[src/dmo_pkg.sv]
// ----------------------------------------------------------------------------
// dmo_pkg: shared constants for the divided multiwave oscillator
// Field widths, fixed-point constants, register indexes and waveform codes.
// ----------------------------------------------------------------------------
package dmo_pkg;

  localparam int REF_W   = 17;
  localparam int MIX_W   = 24;
  localparam int VOL_W   = 17;
  localparam int OFF_W   = 17;
  localparam int DIVR_W  = 3;
  localparam int WAVE_W  = 2;
  localparam int PAN_W   = 18;
  localparam int LVL_W   = 18;
  localparam int CFG_A_W = 3;
  localparam int CFG_D_W = 18;

  typedef logic signed [LVL_W-1:0] lvl_t;

  localparam logic [REF_W-1:0] ONE     = 17'h10000;
  localparam lvl_t             LVL_ONE = 18'sh10000;
  localparam lvl_t             LVL_NEG = -18'sh10000;

  localparam logic signed [MIX_W-1:0] OUT_MAX = 24'sh7FFFFF;
  localparam logic signed [MIX_W-1:0] OUT_MIN = -24'sh800000;

  localparam logic [CFG_A_W-1:0] CFG_VOLUME = 3'd0;
  localparam logic [CFG_A_W-1:0] CFG_OFFSET = 3'd1;
  localparam logic [CFG_A_W-1:0] CFG_DIVIDER = 3'd2;
  localparam logic [CFG_A_W-1:0] CFG_WAVE   = 3'd3;
  localparam logic [CFG_A_W-1:0] CFG_PAN    = 3'd4;

  localparam logic [WAVE_W-1:0] WAVE_SAW = 2'd1;
  localparam logic [WAVE_W-1:0] WAVE_TRI = 2'd2;
  localparam logic [WAVE_W-1:0] WAVE_SQR = 2'd3;

endpackage

[src/dmo_div.sv]
// ----------------------------------------------------------------------------
// dmo_div: bit-serial restoring divider
// One quotient bit per cycle, narrow remainder against the small divider.
// ----------------------------------------------------------------------------
module dmo_div
  import dmo_pkg::*;
#(
  parameter int NUM_W = 20
) (
  input  logic              clk,
  input  logic              rst_n,
  input  logic              start,
  input  logic [NUM_W-1:0]  num,
  input  logic [DIVR_W-1:0] den,
  output logic              done,
  output logic [NUM_W-1:0]  quo
);

  localparam int CNT_W = $clog2(NUM_W);

  logic [NUM_W-1:0]  quo_r, quo_nxt;
  logic [DIVR_W-1:0] rem_r, rem_nxt;
  logic [DIVR_W-1:0] den_r, den_nxt;
  logic [CNT_W-1:0]  cnt_r, cnt_nxt;
  logic              busy_r, busy_nxt;
  logic              done_r, done_nxt;
  logic [DIVR_W:0]   trial;
  logic [DIVR_W:0]   diff;
  logic              ge;

  always_comb begin
    trial    = {rem_r, quo_r[NUM_W-1]};
    diff     = trial - {1'b0, den_r};
    ge       = (trial >= {1'b0, den_r});
    quo_nxt  = quo_r;
    rem_nxt  = rem_r;
    den_nxt  = den_r;
    cnt_nxt  = cnt_r;
    busy_nxt = busy_r;
    done_nxt = 1'b0;
    if (start) begin
      quo_nxt  = num;
      rem_nxt  = '0;
      den_nxt  = den;
      cnt_nxt  = CNT_W'(NUM_W - 1);
      busy_nxt = 1'b1;
    end else if (busy_r) begin
      quo_nxt = {quo_r[NUM_W-2:0], ge};
      rem_nxt = ge ? diff[DIVR_W-1:0] : trial[DIVR_W-1:0];
      if (cnt_r == '0) begin
        busy_nxt = 1'b0;
        done_nxt = 1'b1;
      end else begin
        cnt_nxt = cnt_r - 1'b1;
      end
    end
  end

  always_ff @(posedge clk) begin
    if (!rst_n) begin
      busy_r <= 1'b0;
      done_r <= 1'b0;
    end else begin
      busy_r <= busy_nxt;
      done_r <= done_nxt;
    end
  end

  always_ff @(posedge clk) begin
    quo_r <= quo_nxt;
    rem_r <= rem_nxt;
    den_r <= den_nxt;
    cnt_r <= cnt_nxt;
  end

  assign done = done_r;
  assign quo  = quo_r;

endmodule

[src/dmo_mul.sv]
// ----------------------------------------------------------------------------
// dmo_mul: bit-serial shift-add multiplier
// Signed multiplicand times unsigned multiplier, one multiplier bit per cycle.
// ----------------------------------------------------------------------------
module dmo_mul #(
  parameter int MC_W = 18,
  parameter int MP_W = 18
) (
  input  logic                    clk,
  input  logic                    rst_n,
  input  logic                    start,
  input  logic signed [MC_W-1:0]  mcand,
  input  logic [MP_W-1:0]         mplier,
  output logic                    done,
  output logic signed [MC_W+MP_W:0] prod
);

  localparam int CNT_W = (MP_W > 1) ? $clog2(MP_W) : 1;

  logic signed [MC_W-1:0] mc_r, mc_nxt;
  logic signed [MC_W:0]   acc_r, acc_nxt;
  logic [MP_W-1:0]        lo_r, lo_nxt;
  logic [CNT_W-1:0]       cnt_r, cnt_nxt;
  logic                   busy_r, busy_nxt;
  logic                   done_r, done_nxt;
  logic [MC_W+1:0]        addend;
  logic [MC_W+1:0]        sum;

  always_comb begin
    addend   = lo_r[0] ? {{2{mc_r[MC_W-1]}}, mc_r} : '0;
    sum      = {acc_r[MC_W], acc_r} + addend;
    mc_nxt   = mc_r;
    acc_nxt  = acc_r;
    lo_nxt   = lo_r;
    cnt_nxt  = cnt_r;
    busy_nxt = busy_r;
    done_nxt = 1'b0;
    if (start) begin
      mc_nxt   = mcand;
      acc_nxt  = '0;
      lo_nxt   = mplier;
      cnt_nxt  = CNT_W'(MP_W - 1);
      busy_nxt = 1'b1;
    end else if (busy_r) begin
      // product bits shift out into the low half
      acc_nxt = sum[MC_W+1:1];
      lo_nxt  = {sum[0], lo_r[MP_W-1:1]};
      if (cnt_r == '0) begin
        busy_nxt = 1'b0;
        done_nxt = 1'b1;
      end else begin
        cnt_nxt = cnt_r - 1'b1;
      end
    end
  end

  always_ff @(posedge clk) begin
    if (!rst_n) begin
      busy_r <= 1'b0;
      done_r <= 1'b0;
    end else begin
      busy_r <= busy_nxt;
      done_r <= done_nxt;
    end
  end

  always_ff @(posedge clk) begin
    mc_r  <= mc_nxt;
    acc_r <= acc_nxt;
    lo_r  <= lo_nxt;
    cnt_r <= cnt_nxt;
  end

  assign done = done_r;
  assign prod = {acc_r, lo_r};

endmodule

[src/divided_multiwave_oscillator_unit.sv]
// ----------------------------------------------------------------------------
// divided_multiwave_oscillator_unit: divided sawtooth oscillator and mixer
// Each input transaction carries a reference sawtooth sample and a stereo mix
// sample pair. The block derives a divided sawtooth from the reference phase
// and wrap count, shapes it as sawtooth, triangle or square, scales it by
// volume, pans it and adds it to the mix with 24-bit saturation.
//
// Channels: in_* carries reference and left/right mix samples, out_* returns
// the mixed left/right pair, one output transaction per input transaction.
// cfg_* writes volume, phase offset, divider, waveform and pan; the user must
// write them only while idle, as the block itself does not enforce it.
// Timing: one transaction at a time. The phase step starts the serial
// divider, the shape step the volume multiply pass and the pan step the
// left and right pan multiply pass; the output step loads the output
// register, and only then is a new transaction accepted.
// The output register holds a result while out_tready is low; the next
// transaction is accepted meanwhile and waits in its last step.
// Reset sets the config registers to their defaults (volume 1.0, divider 1,
// sawtooth, centre pan) and clears the wrap count and previous phase.
// ----------------------------------------------------------------------------
module divided_multiwave_oscillator_unit
  import dmo_pkg::*;
#(
  parameter int MAX_DIVIDER = 4
) (
  input  logic               clk,
  input  logic               rst_n,
  input  logic               in_tvalid,
  output logic               in_tready,
  input  logic [71:0]        in_tdata,   // reference[16:0], left_in[40:17], right_in[64:41]
  output logic               out_tvalid,
  input  logic               out_tready,
  output logic [47:0]        out_tdata,  // left_out[23:0], right_out[47:24]
  input  logic               cfg_we,
  input  logic [CFG_A_W-1:0] cfg_addr,
  input  logic [CFG_D_W-1:0] cfg_wdata
);

  localparam int CW   = (MAX_DIVIDER > 1) ? $clog2(MAX_DIVIDER) : 1;
  localparam int NW   = 18 + CW;
  localparam int MP_W = 18;
  localparam int PR_W = LVL_W + MP_W + 1;

  localparam logic [2:0] ST_IDLE  = 3'd0;
  localparam logic [2:0] ST_PH    = 3'd1;
  localparam logic [2:0] ST_DIV   = 3'd2;
  localparam logic [2:0] ST_SHAPE = 3'd3;
  localparam logic [2:0] ST_MUL1  = 3'd4;
  localparam logic [2:0] ST_PAN   = 3'd5;
  localparam logic [2:0] ST_MUL2  = 3'd6;
  localparam logic [2:0] ST_OUT   = 3'd7;

  logic [VOL_W-1:0]  volume_r;
  logic [OFF_W-1:0]  phase_offset_r;
  logic [DIVR_W-1:0] divider_r;
  logic [WAVE_W-1:0] waveform_r;
  logic signed [PAN_W-1:0] pan_r;

  logic [2:0]        state_r, state_nxt;
  logic [CW-1:0]     period_count_r, period_count_nxt;
  logic [REF_W-1:0]  previous_phase_r, previous_phase_nxt;
  logic [REF_W-1:0]  ref_r, ref_nxt;
  logic signed [MIX_W-1:0] lin_r, lin_nxt, rin_r, rin_nxt;
  logic              out_valid_r, out_valid_nxt;
  logic [47:0]       out_data_r, out_data_nxt;

  logic [REF_W-1:0]  ref_in, ref_sat, off_sat, vol_sat, ph;
  logic [REF_W:0]    ph_sum;
  logic [DIVR_W-1:0] d_eff;
  logic [CW:0]       cnt_inc;
  logic [CW-1:0]     cnt_new;
  logic [NW-1:0]     dividend;
  logic              div_start, div_done;
  logic [NW-1:0]     quo;
  logic signed [REF_W+1:0] saw_ext, tri_ext;
  lvl_t              saw, saw_abs, wave;
  lvl_t              pan_sat;
  logic signed [LVL_W:0] l_gain_ext, r_gain_ext;
  logic              mul_a_start, mul_b_start, mul_a_done, mul_b_done;
  lvl_t              mul_a_mc;
  logic [MP_W-1:0]   mul_a_mp;
  logic signed [PR_W-1:0] prod_a, prod_b, rnd_v, rnd_l, rnd_r;
  lvl_t              vol_lvl, lpart, rpart;
  logic signed [MIX_W:0] l_sum, r_sum;
  logic signed [MIX_W-1:0] l_out, r_out;

  // config register file
  always_ff @(posedge clk) begin
    if (!rst_n) begin
      volume_r       <= VOL_W'(ONE);
      phase_offset_r <= '0;
      divider_r      <= DIVR_W'(1);
      waveform_r     <= WAVE_SAW;
      pan_r          <= '0;
    end else if (cfg_we) begin
      case (cfg_addr)
        CFG_VOLUME:  volume_r       <= cfg_wdata[VOL_W-1:0];
        CFG_OFFSET:  phase_offset_r <= cfg_wdata[OFF_W-1:0];
        CFG_DIVIDER: divider_r      <= cfg_wdata[DIVR_W-1:0];
        CFG_WAVE:    waveform_r     <= cfg_wdata[WAVE_W-1:0];
        CFG_PAN:     pan_r          <= $signed(cfg_wdata[PAN_W-1:0]);
        default: ;
      endcase
    end
  end

  // clamped settings
  always_comb begin
    ref_in  = in_tdata[REF_W-1:0];
    ref_sat = (ref_in > ONE) ? ONE : ref_in;
    off_sat = (phase_offset_r > ONE) ? ONE : phase_offset_r;
    vol_sat = (volume_r > ONE) ? ONE : volume_r;
    if (divider_r == '0) begin
      d_eff = DIVR_W'(1);
    end else if (int'(divider_r) > MAX_DIVIDER) begin
      d_eff = DIVR_W'(MAX_DIVIDER);
    end else begin
      d_eff = divider_r;
    end
    if (pan_r > LVL_ONE) begin
      pan_sat = LVL_ONE;
    end else if (pan_r < LVL_NEG) begin
      pan_sat = LVL_NEG;
    end else begin
      pan_sat = pan_r;
    end
    l_gain_ext = {LVL_ONE[LVL_W-1], LVL_ONE} - {pan_sat[LVL_W-1], pan_sat};
    r_gain_ext = {LVL_ONE[LVL_W-1], LVL_ONE} + {pan_sat[LVL_W-1], pan_sat};
  end

  // phase and wrap count
  always_comb begin
    ph_sum  = {1'b0, ref_r} + {1'b0, off_sat};
    ph      = (ph_sum > {1'b0, ONE}) ? REF_W'(ph_sum - {1'b0, ONE}) : ph_sum[REF_W-1:0];
    cnt_inc = {1'b0, period_count_r} + 1'b1;
    cnt_new = (int'(cnt_inc) >= int'(d_eff)) ? '0 : cnt_inc[CW-1:0];
    if (ph < previous_phase_r) begin
      period_count_nxt = cnt_new;
    end else begin
      period_count_nxt = period_count_r;
    end
    dividend = NW'({period_count_nxt, 17'b0}) + NW'({ph, 1'b0});
  end

  // waveform shaping from the quotient
  always_comb begin
    saw_ext = $signed({1'b0, quo[REF_W:0]}) - $signed({2'b00, ONE});
    if (quo > NW'(2 * int'(ONE))) begin
      saw = LVL_ONE;
    end else begin
      saw = saw_ext[LVL_W-1:0];
    end
    saw_abs = saw[LVL_W-1] ? -saw : saw;
    tri_ext = $signed({saw_abs, 1'b0}) - $signed({2'b00, ONE});
    case (waveform_r)
      WAVE_TRI: wave = tri_ext[LVL_W-1:0];
      WAVE_SQR: wave = (saw > 0) ? LVL_ONE : LVL_NEG;
      default:  wave = saw;
    endcase
  end

  // rounding and mixing
  always_comb begin
    rnd_v   = prod_a + PR_W'(32768);
    vol_lvl = rnd_v[33:16];
    rnd_l   = prod_a + PR_W'(65536);
    rnd_r   = prod_b + PR_W'(65536);
    lpart   = rnd_l[34:17];
    rpart   = rnd_r[34:17];
    l_sum   = {lin_r[MIX_W-1], lin_r} + (MIX_W+1)'(lpart);
    r_sum   = {rin_r[MIX_W-1], rin_r} + (MIX_W+1)'(rpart);
    if (l_sum[MIX_W] != l_sum[MIX_W-1]) begin
      l_out = l_sum[MIX_W] ? OUT_MIN : OUT_MAX;
    end else begin
      l_out = l_sum[MIX_W-1:0];
    end
    if (r_sum[MIX_W] != r_sum[MIX_W-1]) begin
      r_out = r_sum[MIX_W] ? OUT_MIN : OUT_MAX;
    end else begin
      r_out = r_sum[MIX_W-1:0];
    end
  end

  // sequencer
  always_comb begin
    state_nxt          = state_r;
    previous_phase_nxt = previous_phase_r;
    ref_nxt            = ref_r;
    lin_nxt            = lin_r;
    rin_nxt            = rin_r;
    out_valid_nxt      = out_valid_r;
    out_data_nxt       = out_data_r;
    div_start          = 1'b0;
    mul_a_start        = 1'b0;
    mul_b_start        = 1'b0;
    mul_a_mc           = wave;
    mul_a_mp           = MP_W'(vol_sat);
    if (out_valid_r && out_tready) begin
      out_valid_nxt = 1'b0;
    end
    case (state_r)
      ST_IDLE: begin
        if (in_tvalid) begin
          ref_nxt   = ref_sat;
          lin_nxt   = $signed(in_tdata[40:17]);
          rin_nxt   = $signed(in_tdata[64:41]);
          state_nxt = ST_PH;
        end
      end
      ST_PH: begin
        previous_phase_nxt = ph;
        div_start          = 1'b1;
        state_nxt          = ST_DIV;
      end
      ST_DIV: begin
        if (div_done) begin
          state_nxt = ST_SHAPE;
        end
      end
      ST_SHAPE: begin
        mul_a_start = 1'b1;
        state_nxt   = ST_MUL1;
      end
      ST_MUL1: begin
        if (mul_a_done) begin
          state_nxt = ST_PAN;
        end
      end
      ST_PAN: begin
        mul_a_mc    = vol_lvl;
        mul_a_mp    = l_gain_ext[MP_W-1:0];
        mul_a_start = 1'b1;
        mul_b_start = 1'b1;
        state_nxt   = ST_MUL2;
      end
      ST_MUL2: begin
        if (mul_a_done && mul_b_done) begin
          state_nxt = ST_OUT;
        end
      end
      ST_OUT: begin
        if (!out_valid_r || out_tready) begin
          out_valid_nxt = 1'b1;
          out_data_nxt  = {r_out, l_out};
          state_nxt     = ST_IDLE;
        end
      end
      default: state_nxt = ST_IDLE;
    endcase
  end

  always_ff @(posedge clk) begin
    if (!rst_n) begin
      state_r          <= ST_IDLE;
      period_count_r   <= '0;
      previous_phase_r <= '0;
      out_valid_r      <= 1'b0;
    end else begin
      state_r          <= state_nxt;
      period_count_r   <= (state_r == ST_PH) ? period_count_nxt : period_count_r;
      previous_phase_r <= previous_phase_nxt;
      out_valid_r      <= out_valid_nxt;
    end
  end

  always_ff @(posedge clk) begin
    ref_r      <= ref_nxt;
    lin_r      <= lin_nxt;
    rin_r      <= rin_nxt;
    out_data_r <= out_data_nxt;
  end

  dmo_div #(
    .NUM_W (NW)
  ) u_div (
    .clk   (clk),
    .rst_n (rst_n),
    .start (div_start),
    .num   (dividend),
    .den   (d_eff),
    .done  (div_done),
    .quo   (quo)
  );

  dmo_mul #(
    .MC_W (LVL_W),
    .MP_W (MP_W)
  ) u_mul_a (
    .clk    (clk),
    .rst_n  (rst_n),
    .start  (mul_a_start),
    .mcand  (mul_a_mc),
    .mplier (mul_a_mp),
    .done   (mul_a_done),
    .prod   (prod_a)
  );

  dmo_mul #(
    .MC_W (LVL_W),
    .MP_W (MP_W)
  ) u_mul_b (
    .clk    (clk),
    .rst_n  (rst_n),
    .start  (mul_b_start),
    .mcand  (vol_lvl),
    .mplier (r_gain_ext[MP_W-1:0]),
    .done   (mul_b_done),
    .prod   (prod_b)
  );

  assign in_tready  = (state_r == ST_IDLE);
  assign out_tvalid = out_valid_r;
  assign out_tdata  = out_data_r;

endmodule
[config.mk]
export PLATFORM = sky130hd
export DESIGN_NAME = divided_multiwave_oscillator_unit
export DESIGN_NICKNAME = d
export VERILOG_FILES = /design/src/dmo_pkg.sv /design/src/dmo_div.sv /design/src/dmo_mul.sv /design/src/divided_multiwave_oscillator_unit.sv
export SDC_FILE = /design/constraint.sdc
export NUM_CORES = 1
export LEC_CHECK = 0
export BUFFER_PORTS_ARGS = -buffer_cell sky130_fd_sc_hd__buf_2
export CAP_MARGIN = 30
export CORE_ASPECT_RATIO = 1.2
export CORE_MARGIN = 1
export CORE_UTILIZATION = 50
export DETAILED_ROUTE_END_ITERATION = 10
export GPL_ROUTABILITY_DRIVEN = 0
export PLACE_DENSITY = 0.66
export RECOVER_POWER = 50
export SETUP_SLACK_MARGIN = 0.5
export SYNTH_ARGS = -nofsm -noshare
export SYNTH_HDL_FRONTEND = slang
export SYNTH_HIERARCHICAL = 1
export SYNTH_SLANG_ARGS = --single-unit
[constraint.sdc]
create_clock -name clk -period 14.15 [get_ports clk]
set_input_delay 0.7075 -clock clk [delete_from_list [all_inputs] [get_ports clk]]
set_output_delay 0.7075 -clock clk [all_outputs]
set_load 0.03 [all_outputs]
Word level (Yosys, flattened, before mapping). Index checks and enable logic that the tools add are counted.

Register bits: 350. Output and inout bits: 50. Word-level logic and storage cells: 170.

Add/sub/neg operators: 20. $lt $le $gt $ge: 12. Equal/unequal tests: 20. Mux-type cells: 52. Bitwise logic cells: 7. Reductions and logical operators: 28.

Operator list (number): 2-to-1 mux 18 bit (10); 2-to-1 mux 24 bit (4); 2-to-1 mux 20 bit (4); adder 35 x 18 -> 35 bit, second input constant (2); 2-to-1 mux 17 bit (4); greater-than comparator 17 bit, second input constant (3); adder 24 x 18 -> 25 bit (2); adder 20 bit (2); case mux 18 bit (2 select lines) (1); adder 34 x 17 -> 34 bit, second input constant (1); 2-to-1 mux 3 bit (8); case mux 3 bit (8 select lines) (1); adder 19 x 18 -> 20 bit (1); greater-than comparator 20 x 18 -> 1 bit, second input constant (1); AND reduction 2 bit (10); adder 17 x 17 -> 18 bit (1); adder 18 bit, first input constant (1); greater-than comparator 18 x 1 -> 1 bit, second input constant (1); greater-than comparator 18 x 17 -> 1 bit, second input constant (1); greater-than comparator 18 bit, second input constant (1); < comparator 18 x 17 -> 1 bit, second input constant (1); 2-to-1 mux 1 bit (18); subtractor 18 x 17 -> 18 bit, second input constant (1); subtractor 18 bit, first input constant (1); other kinds (28) (59).

Longest topological paths before layout. Gate-level depths: netlist of the first run.

Word-level depth: 9. Mapped depth: 23. Depth with buffers taken out: 23.

Cells and area by module. Netlist of the first run, hierarchy kept.

Modules (own cells, without submodules): divided_multiwave_oscillator_unit (times used 1, cells each 1488, area an instance 13128.8 um^2, seq. area each 4994.8 um^2); dmo_mul at u_mul_b (times used 1, cells each 309, area an instance 3359.5 um^2, seq. area each 1601.5 um^2); dmo_mul at u_mul_a (times used 1, cells each 299, area an instance 3347.0 um^2, seq. area each 1601.5 um^2); dmo_div (times used 1, cells each 108, area an instance 1501.4 um^2, seq. area each 890.9 um^2).

Worst setup path before layout of the first run. Ideal clock, no wire load.

Path type: reg2reg. Start: register phase_offset_r[16]. End: register u_div.quo_r[18] (netlist: u_div/quo[18]), data pin. Setup time: 260 ps. Arrival: 5184 ps. Setup slack: 8707 ps. Cell stages (with the launch flop): 24. Period minus slack after synthesis: 5443 ps. Cells stage by stage: dfxtp_1 inv_1 a41oi_1 nor2b_1 ha_1 o21a_1 o2111a_2 a211oi_1 a211oi_1 or3_1 or4_4 o41ai_2 a211o_1 ha_1 nand4_1 nor2_1 a21oi_1 o211a_1 o21ai_0 nand2_1 o21ai_0 ha_1 ha_1 mux2_2.

Cells in the longest elaborated chain, start to end: 9. Elaborated cells on any way between the ends: 10. Classes of those cells: add/sub (3); order compare (3); mux (4).

Ends and longest elaborated chain: start, declared (line divided_multiwave_oscillator_unit.sv:54) `logic [OFF_W-1:0] phase_offset_r;`; start signal, assigned (line divided_multiwave_oscillator_unit.sv:98) `CFG_OFFSET: phase_offset_r <= cfg_wdata[OFF_W-1:0];`; greater-than comparator 17 bit (line divided_multiwave_oscillator_unit.sv:111) `off_sat = (phase_offset_r > ONE) ? ONE : phase_offset_r;`; 2-to-1 mux 17 bit (*) (line divided_multiwave_oscillator_unit.sv:111); adder 17 x 17 -> 18 bit (*) (line divided_multiwave_oscillator_unit.sv:133) `ph_sum = {1'b0, ref_r} + {1'b0, off_sat};`; subtractor 17 bit / greater-than comparator 18 x 17 -> 1 bit (equally long branches) (line divided_multiwave_oscillator_unit.sv:134) `ph = (ph_sum > {1'b0, ONE}) ? REF_W'(ph_sum - {1'b0, ONE}) : ph_sum[REF_W-1:0];`; 2-to-1 mux 17 bit (*) (line divided_multiwave_oscillator_unit.sv:134); net ph[16] (line divided_multiwave_oscillator_unit.sv:67) `logic [REF_W-1:0] ref_in, ref_sat, off_sat, vol_sat, ph;`; < comparator 17 bit (*) (line divided_multiwave_oscillator_unit.sv:137) `if (ph < previous_phase_r) begin`; 2-to-1 mux 2 bit (*) (line divided_multiwave_oscillator_unit.sv:137); net period_count_nxt[0] (line divided_multiwave_oscillator_unit.sv:60) `logic [CW-1:0] period_count_r, period_count_nxt;`; adder 19 x 18 -> 20 bit (*) (line divided_multiwave_oscillator_unit.sv:142) `dividend = NW'({period_count_nxt, 17'b0}) + NW'({ph, 1'b0});`; net dividend[18] (line divided_multiwave_oscillator_unit.sv:72) `logic [NW-1:0] dividend;`; 2-to-1 mux 20 bit (*) (line dmo_div.sv:41) `if (start) begin`; net u_div.quo_nxt[18] (line dmo_div.sv:21) `logic [NUM_W-1:0] quo_r, quo_nxt;`; end signal, assigned (line dmo_div.sv:70) `quo_r <= quo_nxt;`; end, declared (line dmo_div.sv:21).

The timed path passes the listed nets; every way through them passes the cells marked *. A chain may end at the register's enable or synchronous reset.

Worst setup path in the final report of the first run. Ends and elaborated chain as after synthesis.

==> results of run 1 <==
power breakdown:
part	switching [uW]	leakage (uW)	total, uW	internal [uW]
sequential	172	0.00308	1540	1370
clock	412	0.000589	991	579
combinational	926	0.00562	1580	658
total	1510	0.00929	4120	2610
cells by family (layout without fill, tap and decap cells):
group                      after synthesis  count (layout)  synth area share, %
AOI/OAI and AO/OA                      547             547                 17.4
xor gates and xnor gates               149             149                 6.12
adders and majority gates              151             151                 9.00
buffers and inverters                  154             305                 2.87
DFF                                    350             350                 42.6
muxes                                   79              79                 4.06
other                                    1               1               0.0176
and+or+nand+nor                        773             773                 17.9
cells in the final DEF (no fill, tap or decap), drive strengths merged, types with 16 or more instances in the layout:
cell,netlist,final
a211oi,24,24
a21oi,121,121
mux2,60,60
inv,78,79
nor2,134,134
and3,21,21
ha,139,139
a21boi,71,71
xnor2,74,74
nor4,20,20
clkbuf,60,102
xor2,75,75
a21o,40,40
o21ai,123,123
nand3,59,59
edfxtp,208,208
mux2i,19,19
dfxtp,142,142
nand2,268,268
o211ai,20,20
nand2b,27,27
buf,15,101
nand4,17,17
nor2b,54,54
and2,66,66
nor3,39,39
clkinv,1,16
cell usage after synthesis (7+ instances only):
cell type and count:
nand2_1 268, edfxtp_1 208, dfxtp_1 142, ha_1 139, nor2_1 132, a21oi_1 114
o21ai_0 110, inv_1 77, xor2_1 75, xnor2_1 74, a21boi_0 71, and2_1 60
clkbuf_1 60, mux2_2 59, nand3_1 57, nor2b_1 54, a21o_1 39, nor3_1 39
nand2b_1 27, a211oi_1 21, and3_1 20, nor4_1 20, mux2i_1 19, nand4_1 17
o211ai_1 16, a22oi_1 14, o21a_1 14, o31ai_1 14, a31oi_1 13, o21ai_1 12
o21bai_1 12, or2_2 12, or3_1 11, nand3b_1 9, buf_1 8, a211o_1 7
a21oi_2 7, o22ai_1 7
layout make-up:
cell class,instances,area share [%]
clock inverter,23,0.909
clock buffer,47,4.25
sequential,350,38.4
timing repair buffer,156,3.16
inverter,79,1.25
multi-input combinational,1700,49.2
tap,546,2.88
routing by layer:
| metal | part of all wire [%] | GRT usage (%) | wire (um) |
|---|---|---|---|
| met5 | 0 | 0 | 0 |
| met4 | 3.4 | 8.50 | 1650 |
| met3 | 3.9 | 3.10 | 1900 |
| met2 | 50 | 40.9 | 24700 |
| met1 | 42 | 26.9 | 20800 |
stage by stage:
step           hold WS [ns]  cell area, um2  setup WS, ns  util, %  power, uW
3_3_place_gp          0.436           22500          8.05     53.6       3070
5_1_grt               0.296           23700          7.36     56.4       4400
3_5_place_dp          0.457           22500          7.88     53.7       3120
2_1_floorplan         0.428           21300          8.71        -       2740
6_report              0.320           23700          7.81     56.4       4120
4_1_cts               0.287           23800          7.82     56.6       4130
worst paths after layout:
kind,from,end,cells after the start
worst max-delay path,phase_offset_r[16],u_div/quo[18],20
worst min-delay path,in_tdata[53],rin_r[12],1
worst max register to register,phase_offset_r[16],u_div/quo[18],20
worst min register to register,previous_phase_r[11],previous_phase_r[11],2
registers in the layout, indices dropped and copies added (netlist names), 18 cells and up:
register,flops
u_div/quo,20
u_mul_a/lo_r,18
u_mul_b/mc_r,18
pan_r,18
u_mul_a/mc_r,18
lin_r,24
u_mul_b/acc_r,19
rin_r,24
u_mul_a/acc_r,19
out_tdata,48
u_mul_b/lo_r,18
==> qor.txt, run 1 <==
Mapped Cells -> 2,204
RSZ-0062 raised after global routing -> false
Distinct cell type count after synthesis -> 103
Initial antenna violation count -> 0
Minimum clock period -> 6.34 ns
Slew Viols, Final -> 248
CP delay by family, top -> compound AO/OA/AOI/OAI gates
I/O Buffers -> 140
CP arrival -> 6.64 ns
FP Rows -> 82
Skew final -> 0.0268 ns
Most used cell, CP -> ha_1
Total grt overflow -> 0
Iter 0 DRT Violations -> 971
Final antenna-violating net count -> 0
Power Dens Cells -> 174 nW/um2
CP max FO -> 10
Die area -> 43,500 um2
Ports -> 148
Nets -> 2,569
Worst hold path type -> primary input to flip-flop
Largest net degree at the start of global routing -> 89
Starting density of the core -> 50.8%
Type of the worst setup path -> flip-flop to flip-flop
Core Area -> 42,000 um2
Wire per inst -> 16.9 um
Seq cells post-synth -> 350
Number of flops mapped to enable cells by yosys -> 208
TritonRoute pass-1 iters -> 5
Ys Warns -> 6
Area of the multi-input gates -> 11,600 um2
CTS sink count -> 350
Post-Syn Area per Cell -> 9.68 um2
Worst-Margin Slew -> 3.29 ns
CP required -> 14.45 ns
Total global routing track utilization -> 22.6%
Largest area contributor in the netlist -> edfxtp_1
Die W -> 191 um
Die Y-Extent -> 228 um
CTS root buffer -> clkbuf_16
Vias in the first global route -> 16,200
Failing checks -> capacitance limit, slew limit
Yosys top cell area share -> 29.3%
Crit. End Element -> flip-flop
Clk Latency, worst-skew pair -> 0.56 ns
Max_slew headroom -> -119%
Via-per-instance ratio -> 5.68
Status -> finished, violations left
Share of flip-flops with an asynchronous set or reset -> 0%
Endpoints failing hold -> 0
LEAKAGE -> 0.00929 uW
Worst Path Buf+Inv -> 1
H-tree levels -> 2
Setup TNS -> 0 ns
Crit path max-delay cell type -> a41oi_1
Main synth FF type -> edfxtp_1
R2R setup slack -> 7.81 ns
Crit share post-route -> 44.8%
CTS Buf Count -> 39
CTS tree -> yes
Post-Route WL -> 49,100 um
Register clock-pin slew on the reported worst setup and hold paths -> 0.06 ns
Post-CTS Repair Setup Buffers -> 0
Worst VDD drop -> 115 uV
Layout Area Growth over Synthesis -> 11.0%
Synth area leaders -> edfxtp_1 29%, dfxtp_1 13%, ha_1 8.2%
CP Launch Type -> flip-flop
Hpwl dp -> 36,600 um
Seq/Total Area, Yosys -> 42.6%
Final setup viols -> 0
Worst path max stage delay -> 0.60 ns
FF+latch area -> 9090 um2
Layout cells sized above 1 -> 11.7%
Max-cap viol count -> 4
Diode count -> 0
Cts hold-fix bufs -> 0
Syn Nets -> 2,447
Max Freq -> 158 MHz
DR vias -> 16,500
Fin cells -> 2,901
Placed cells -> 2,830
Cells resized by post-CTS repair -> 0
Worst-path cell chain -> inv_1, a41oi_1, nor2b_1, ha_1, o21a_1, o2111a_2, a211oi_1, a211oi_1, or3_1, or4_4, nor4_1, a211o_1, ha_1, nand4_1, nor2_1, o211ai_1, o21ai_0, mux2_2, ha_1, mux2_2
Deepest clock path buffer count -> 3
DRC violations left -> 0
Fillers -> 3,679
Post-synth design cell area -> 21,300 um2
First-pass GRT wire length -> 80,100 um
(Power assumes the default switching activity.)
==> run 2: changes to the inputs <==
Settings changed: ABC_AREA set to 1, PLACE_DENSITY 0.66 to 0.68.
Clock period 14.15 ns to 5.8 ns, I/O delays scaled along.
==> qor.txt, run 2 <==
Share of flip-flops with an asynchronous set or reset -> 0% (unchanged)
Clk Latency, worst-skew pair -> 0.58 ns (+0.02 ns)
Final antenna-violating net count -> 0 (unchanged)
CP Launch Type -> flip-flop
Distinct cell type count after synthesis -> 58 (-44%)
Setup TNS -> 0 ns (unchanged)
CTS Buf Count -> 39 (unchanged)
Mapped Cells -> 2,963 (+34%)
Diode count -> 0 (unchanged)
Top cells by count, synth -> 817 x nand2_1, 384 x inv_1, 273 x nor2_1
Layout cells sized above 1 -> 8.83% (-2.8 points)
Max-cap viol count -> 4 (unchanged)
Status -> finished, violations left
Commonest non-fill, non-tap cell in the layout -> nand2_1
Minimum clock period -> 4.93 ns (-1.41 ns)
Die W -> 195 um (+2.5%)
Skew final -> 0.0250 ns (-0.00175 ns)
CTS tree -> yes
Vias in the first global route -> 19,000 (+18%)
Layout Area Growth over Synthesis -> 13.3%
Hold Startpoint -> in_tdata[14]
Worst reg-to-reg path cell count -> 32 (+60%)
Largest net degree at the start of global routing -> 73 (-18%)
Ys Warns -> 6 (unchanged)
Seq cells post-synth -> 350 (unchanged)
Worst Hold End -> ref_r[14]
Final setup viols -> 0 (unchanged)
CP arrival -> 5.24 ns (-1.40 ns)
R2R Path End -> u_div/quo[18]
CTS root buffer -> clkbuf_16
Power Dens Cells -> 393 nW/um2 (+130%)
Worst hold path cell count -> 3 (+2)
Starting density of the core -> 51.0% (+0.11 points)
DR vias -> 19,700 (+20%)
Syn Nets -> 3,206 (+31%)
Seq/Total Area, Yosys -> 40.5% (-2.1 points)
Slew Viols, Final -> 199 (-20%)
Wire per inst -> 14.6 um (-14%)
Endpoints failing hold -> 0 (unchanged)
Die Y-Extent -> 234 um (+2.5%)
Worst VDD drop -> 235 uV (+100%)
H-tree levels -> 2 (unchanged)
Fin cells -> 3,740 (+29%)
Nets -> 3,394 (+32%)
Yosys top cell area share -> 27.8% (-1.4 points)
DRC violations left -> 0 (unchanged)
RSZ-0062 raised after global routing -> false
Worst-Margin Slew -> 3.02 ns (-0.270 ns)
Die area -> 45,700 um2 (+5.1%)
Worst path max stage delay -> 0.33 ns (-0.27 ns)
I/O Buffers -> 140 (unchanged)
Register clock-pin slew on the reported worst setup and hold paths -> 0.06 ns (about the same)
First-pass GRT wire length -> 89,300 um (+11%)
Failing checks -> capacitance limit, slew limit
Main synth FF type -> edfxtp_1
Hpwl dp -> 40,900 um (+12%)
Most numerous cell in the Yosys netlist -> nand2_1
Final core occ -> 57.7% (+1.3 points)
Max_slew headroom -> -101% (+18 points)
Worst hold path type -> primary input to flip-flop
Crit share post-route -> 85.0% (+40 points)
Most used cell, CP -> nand2_1
FP Rows -> 84 (+2.4%)
Core Area -> 44,000 um2 (+4.9%)
R2R setup slack -> 0.87 ns (-6.94 ns)
Total grt overflow -> 0 (unchanged)
LEAKAGE -> 0.0121 uW (+31%)
Post-Syn Area per Cell -> 7.57 um2 (-22%)
Deepest clock path buffer count -> 3 (unchanged)
Most frequent cells in the layout -> 817 x nand2_1, 385 x inv_1, 273 x nor2_1
Type of the worst setup path -> flip-flop to flip-flop
CTS sink count -> 350 (unchanged)
Worst r2r src -> phase_offset_r[8]
Initial antenna violation count -> 0 (unchanged)
Synth area leaders -> edfxtp_1 28%, nand2_1 14%, dfxtp_1 13%
Dpl cell area -> 23,600 um2 (+4.7%)
CP required -> 6.11 ns (-8.34 ns)
Max Freq -> 203 MHz (+29%)
Via-per-instance ratio -> 5.28 (-7.1%)
Post-Route WL -> 54,600 um (+11%)
Total global routing track utilization -> 23.9% (+1.2 points)
TritonRoute pass-1 iters -> 5 (unchanged)
Iter 0 DRT Violations -> 1,063 (+9.5%)
Crit path max-delay cell type -> nor4_1
Crit. End Element -> flip-flop
Largest area contributor in the netlist -> edfxtp_1
Max reg flops -> 48 (unchanged)
Placed cells -> 3,603 (+27%)
CP max FO -> 9 (-1)
Fin area -> 25,400 um2 (+7.3%)
Number of flops mapped to enable cells by yosys -> 208 (unchanged)
Post-synth design cell area -> 22,400 um2 (+5.2%)
Ports -> 148 (unchanged)
-- run 2: cell families (layout without fill, tap and decap cells) --
group	Yosys count	in the layout	share of synthesized area, %
adder cells (fa/ha/maj)	145	145	8.29
XOR/XNOR	100	100	3.97
buffers and inverters	465	683	8.19
AND/OR/NAND/NOR	1470	1470	28.3
other	1	1	0.0167
AO/OA/AOI/OAI	430	430	10.7
flip-flops	350	350	40.5
multiplexers	2	2	0.100
-- run 2: final cells by class --
cell class	instances	area [um2]
tap	559	699
timing repair buffer	220	1370
clock inverter	15	101
inverter	392	1470
multi-input combinational	2148	11500
clock buffer	56	1160
fill	4078	18600
sequential	350	9090
-- run 2: through the flow --
stage	worst slack (ns)	hold slack, ns	total power, uW
2_1_floorplan	1.22	0.389	6700
3_3_place_gp	0.893	0.442	7400
3_5_place_dp	0.777	0.448	7520
4_1_cts	0.732	0.00212	10000
5_1_grt	0.439	0.0278	10700
6_report	0.872	0.0272	9980
-- run 2: routing by layer --
metal	up-vias	GRT usage, %	wire (um)
met1	9058	27.7	23000
li1	10100	-	-
met5	-	0	0
met4	0	8.61	1460
met3	104	2.98	2300
met2	458	44.8	27800
-- run 2: what timing repair did --
action / CTS / global route
setup buffers: 0 / 5
endpoints found under the setup margin: 0 / 8
hold endpoints to repair: 65 / 0
resized for setup: 0 / 6
hold buffers: 61 / 0
-- run 2: worst max-delay path, delay by kind of cell (launching register included) --
kind	cells	cell delay (ns)
compound gates	6	1.09
buf+inv	5	0.54
simple gates	17	1.71
fa+ha+maj	4	1.02
flops	1	0.31
-- run 2: power breakdown --
group          switching (uW)  internal, uW  leakage [uW]
combinational            2560          1440       0.00842
sequential                330          3220       0.00309
clock                    1030          1410      0.000614
-- run 2: worst max path at each step --
| stage | startpoint | endpoint | slack [ns] | cells after the start |
|---|---|---|---|---|
| finish | phase_offset_r[8] | u_div/quo[18] | 0.87 | 32 |
| floorplan | phase_offset_r[13] | u_div/quo[18] | 1.22 | 28 |
| detailed placement | phase_offset_r[0] | u_div/quo[18] | 0.78 | 30 |
| global placement | phase_offset_r[0] | u_div/quo[18] | 0.89 | 30 |
| global route | phase_offset_r[3] | u_div/quo[18] | 0.44 | 32 |
| CTS | phase_offset_r[0] | u_div/quo[18] | 0.73 | 30 |
